`src/rtl/rha_pkg.sv`:
```
// Shared types and constants of the RGB histogram accumulator.
package rha_pkg;

  localparam int CHAN_W      = 8;
  localparam int NUM_CH      = 3;
  localparam int BIN_COUNT   = 256;
  localparam int BIN_W       = $clog2(BIN_COUNT);
  localparam int SIZE_W      = 12;
  localparam int OUT_COUNT_W = 24;
  localparam int SHARE_W     = 7;
  localparam int SHIFT_W     = $clog2(SHARE_W);
  localparam int TOTAL_W     = 2 * SIZE_W;
  localparam int SCALE_W     = 7;
  localparam int LIMIT_W     = TOTAL_W + SCALE_W;
  localparam int REG_IDX_W   = 4;

  localparam int PCT_SCALE   = 100;
  localparam int LIMIT_SCALE = 101;
  localparam int SHARE_CAP   = 100;

  // floor(s/3) = (s*683) >> 11 for every channel sum s up to 765
  localparam int SUM_W       = CHAN_W + 2;
  localparam int GRAY_PROD_W = 2 * SUM_W;
  localparam int GRAY_RECIP  = 683;
  localparam int GRAY_SHIFT  = 11;

  localparam logic [SIZE_W-1:0] SIZE_RESET = SIZE_W'(512);

  localparam logic [REG_IDX_W-1:0] REG_IMAGE_WIDTH  = REG_IDX_W'(0);
  localparam logic [REG_IDX_W-1:0] REG_IMAGE_HEIGHT = REG_IDX_W'(1);

  localparam logic MODE_PIXEL = 1'b0;
  localparam logic MODE_READ  = 1'b1;

  typedef struct packed {
    logic              mode;
    logic [CHAN_W-1:0] red;
    logic [CHAN_W-1:0] green;
    logic [CHAN_W-1:0] blue;
    logic [BIN_W-1:0]  bin;
  } item_t;

  typedef struct packed {
    logic [CHAN_W-1:0]      gray_average;
    logic [OUT_COUNT_W-1:0] red_bin_count;
    logic [OUT_COUNT_W-1:0] green_bin_count;
    logic [OUT_COUNT_W-1:0] blue_bin_count;
    logic [SHARE_W-1:0]     red_share;
    logic [SHARE_W-1:0]     green_share;
    logic [SHARE_W-1:0]     blue_share;
    logic                   colour_seen;
  } result_t;

  typedef struct packed {
    logic [REG_IDX_W-1:0] reg_index;
    logic [SIZE_W-1:0]    reg_value;
  } cfg_t;

  // Control of the share divider lanes, driven by the top-level sequencer
  typedef struct packed {
    logic               load;
    logic               check;
    logic               iterate;
    logic [SHIFT_W-1:0] shift;
  } div_ctrl_t;

  typedef enum logic [2:0] {
    ST_CLEAR,
    ST_IDLE,
    ST_PIX_WRITE,
    ST_RD_LOAD,
    ST_RD_DIV,
    ST_DONE
  } state_t;

endpackage

```
`src/rtl/rha_share_div.sv`:
```
// One lane of the percentage divider: floor(count*100/total), capped at 100.
module rha_share_div import rha_pkg::*; #(
  parameter int COUNT_BITS = 24
) (
  input  logic                  clk,
  input  div_ctrl_t             ctrl,
  input  logic [COUNT_BITS-1:0] count,
  input  logic [TOTAL_W-1:0]    total,
  input  logic [LIMIT_W-1:0]    limit,
  output logic [SHARE_W-1:0]    share
);

  localparam int NUM_W = COUNT_BITS + SCALE_W;
  localparam int CMP_W = (NUM_W > LIMIT_W) ? NUM_W : LIMIT_W;

  logic [CMP_W-1:0]   num;
  logic [SHARE_W-1:0] quo;
  logic               capped;
  logic [CMP_W-1:0]   divisor;
  logic               fits;

  assign divisor = CMP_W'(total) << ctrl.shift;
  assign fits    = (num >= divisor);

  // Load the scaled count, flag quotients above 100, then one quotient bit a cycle
  always_ff @(posedge clk) begin
    if (ctrl.load) begin
      num    <= CMP_W'(NUM_W'(count) * NUM_W'(PCT_SCALE));
      quo    <= '0;
      capped <= 1'b0;
    end else if (ctrl.check) begin
      capped <= (num >= CMP_W'(limit));
    end else if (ctrl.iterate) begin
      quo[ctrl.shift] <= fits;
      if (fits) begin
        num <= num - divisor;
      end
    end
  end

  assign share = capped ? SHARE_W'(SHARE_CAP) : quo;

endmodule

```
`config.mk`:
```
export PLATFORM = sky130hd
export DESIGN_NAME = rha_share_div
export DESIGN_NICKNAME = d
export VERILOG_FILES = /design/src/rtl/rha_pkg.sv /design/src/rtl/rha_share_div.sv
export SDC_FILE = /design/constraint.sdc
export NUM_CORES = 1
export LEC_CHECK = 0
export ABC_AREA = 1
export BUFFER_PORTS_ARGS = -buffer_cell sky130_fd_sc_hd__buf_2
export CAP_MARGIN = 20
export CORE_ASPECT_RATIO = 1.2
export CORE_MARGIN = 3
export CORE_UTILIZATION = 40
export CTS_CLUSTER_DIAMETER = 40
export DETAILED_ROUTE_END_ITERATION = 8
export PLACE_DENSITY_LB_ADDON = 0.12
export SYNTH_ARGS = -nofsm -noshare
export SYNTH_HDL_FRONTEND = slang
export SYNTH_SLANG_ARGS = --single-unit
```
`constraint.sdc`:
```
create_clock -name clk -period 5.95 [get_ports clk]
set_input_delay 0.2975 -clock clk [delete_from_list [all_inputs] [get_ports clk]]
set_output_delay 0.2975 -clock clk [all_outputs]
set_load 0.1 [all_outputs]
```
==> out/summary.txt <==
Leak: 5.68 nW
CP peak stage delay: 580 ps
DRC: 0
CP Launch Type: input port
reg2reg path depth: 12
Mapped Area: 8590 sq um
antenna violations before repair: 0
filler instances: 2,386
CP Cell Sequence: buf_2 > clkinv_1 > nand2_1 > nand2_1 > o21ai_0 > nand2_1 > o21ai_0 > ha_1 > nand2_1 > nor2_1 > nand2_1 > nor4_1 > nand2_1 > nand2_4 > nand2_1 > nand2_1 > buf_4
post-synth top area cell: nand2_1
headroom to the max-slew limit: 57.7%
CTS tree: built
final hold violation count: 0
CTS Hold Buffers Added: 0
Max Slew Vio Count: 0
Hold Crit Start: ctrl[4]
Final min period: 3940 ps
Vert. Die Dim: 167 microns
Synth Register Bits: 39
placed cell area: 9300 sq um
commonest non-fill, non-tap cell in the layout: nand2_1
non-filler cells, final: 1,795
post_cts resized: 0
Post-DRT Antenna Nets: 0
crit path DAT: 3900 ps
Max clock buf depth: 2
Area Overhead vs Synth: 10.2%
Mapped Nets: 1,691
most frequent cells in the layout: 493 x nand2_1, 319 x inv_1, 138 x ha_1
# diodes: 0
All-Layer GR Usage: 22.3%
fin nets: 1,768
crit share post-route: 66.3%
YS warnings: 0
core box area: 21,000 sq um
pin count of the biggest net entering global routing: 34
final core occ: 45.0%
Initial DRC Count: 363
layout cells sized above 1: 8.52%
WHS Path Cells: 3
initial core utilization: 40.8%
syn_area_per_cell: 5.94 sq um
slowest stage cell, crit path: clkinv_1
Fmax: 0.254 GHz
Final Power: 2.46 mW
cts bufs inserted: 5
first-pass GRT wire length: 42.5 mm
Boundary Pins: 93
Die X: 140 microns
crit path launch: ctrl[0]
WL/cell: 14.5 microns
Sequential Area: 1070 sq um
Reg-to-Reg End: num[9]
FP Rows: 58
leading post-synthesis cells by cell area: nand2_1 22%, ha_1 20%, inv_1 14%
Post-synth EDFFs: 29
HPWL Detailed: 23.2 mm
post-synthesis instance total: 1,447
port bufs: 92
fraction of registers with async set/reset: 0%
Sink Count: 39
run status: finished, final reports clean
post-synthesis sequential area ratio: 12.5%
DP Cell Count: 1,787
post-CTS setup buffers: 0
synth unique cells: 41
crit-path most repeated cell: nand2_1
power density over cell area: 260 nW/um^2
Yosys top cell area share: 21.5%
max_cap viols: 0
GPL Wtd Cong: 0.929
Max VDD drop: 0.111 mV
R2R Setup Slk: 3120 ps
GRT overflow: 0
CP Max Fanout: 33
Root Driver: clkbuf_16
Avg Vias per Cell: 4.93
Top FF cell, synth: edfxtp_1
Hold EP: capped
hold crit path type: in2reg
clock input transition at the sequential cells of the worst setup and hold paths: 60 ps
RR Startpoint: num[14]
clk_skew: 6.82 ps
drt first pass iters: 4
Final Routed Wirelength: 26.1 mm
multi-input logic area: 6200 sq um
Final setup viols: 0
DR vias: 8,852
CP endpoint kind: flip-flop
H-tree Lvls: 2
critical path class: in2reg
RSZ-0062 raised after global routing: no
Worst-Skew Late Latency: 300 ps
slew at the pin with the worst max-slew slack: 634 ps
WP data required: 5910 ps
vias in the first global route: 8,777
Finished Cell Area: 9460 sq um
Setup TNS: 0 ps
Die Footprint: 23,300 sq um
worst max path at each step:
| stage | cells past startpoint | end | slack, ps |
|---|---|---|---|
| after floorplan | 20 | num[10] | 2540 |
| after global placement | 19 | num[9] | 1750 |
| after detailed placement | 17 | num[9] | 1700 |
| after CTS | 17 | num[9] | 2000 |
| after global routing | 17 | num[9] | 1540 |
| final | 17 | num[9] | 2010 |
cell usage after synthesis (2+ instances only):
cell and n:
a211oi_1 2, a21oi_1 78, a31oi_1 3, and2_1 2
and3_1 2, buf_1 2, buf_6 2, clkbuf_1 19
clkinv_1 2, dfxtp_1 10, edfxtp_1 29, fa_1 20
ha_1 138, inv_1 319, mux2i_1 4, nand2_1 493
nand3_1 66, nand3b_1 6, nand4_1 22, nor2_1 83
nor2_2 4, nor3_1 4, nor4_1 2, o21ai_0 83
o21ai_2 18, o21bai_2 2, o22ai_1 2, xnor2_1 14
xor2_1 4
worst max-delay path: cells and delay by family:
kind                     cells  cell delay [ps]
buffers and inverters        3             1390
AND/OR/NAND/NOR             11             1540
adder cells (fa/ha/maj)      1              250
AO/OA/AOI/OAI                2              400
cells by family after synthesis:
kind of cell,Yosys count,synth area share (%)
AO/OA/AOI/OAI,192,12.4
XOR/XNOR,18,1.84
adder cells (fa/ha/maj),158,24.8
buffers and inverters,346,15.3
flip-flops,39,12.5
multiplexers,4,0.466
AND/OR/NAND/NOR,690,32.8
layout make-up:
class / count / share of cell area [%]
sequential: 39 / 11.3
timing repair buffer: 94 / 5.02
inverter: 322 / 12.8
clock inverter: 2 / 0.397
multi-input combinational: 1062 / 65.6
tap: 270 / 3.57
clock buffer: 6 / 1.36
power by group:
part	total, mW	switching, mW	internal [mW]	leakage, nW
combinational	1.71	1.13	0.582	5.22
clock	0.316	0.118	0.198	0.0771
sequential	0.431	0.0632	0.368	0.380
total	2.46	1.31	1.15	5.68
per-layer routing:
metal | routed length, microns | vias up | global-route usage, %
met5 | 0 | - | 0
met3 | 743 | 32 | 1.06
met4 | 537 | 0 | 5.56
li1 | - | 4685 | -
met2 | 13400 | 166 | 42.7
met1 | 11400 | 3969 | 27.1
per-stage QoR:
step,hold slack [ps],worst slack (ps)
floorplan,443,2540
global placement,500,1750
detailed placement,498,1700
CTS,333,2000
global route,345,1540
finish,327,2010
registers in the layout (all words and copies together) (netlist names):
| signal | cells |
|---|---|
| capped | 1 |
| quo | 7 |
| num | 31 |
No activity file was read; power rests on OpenSTA's default activity.
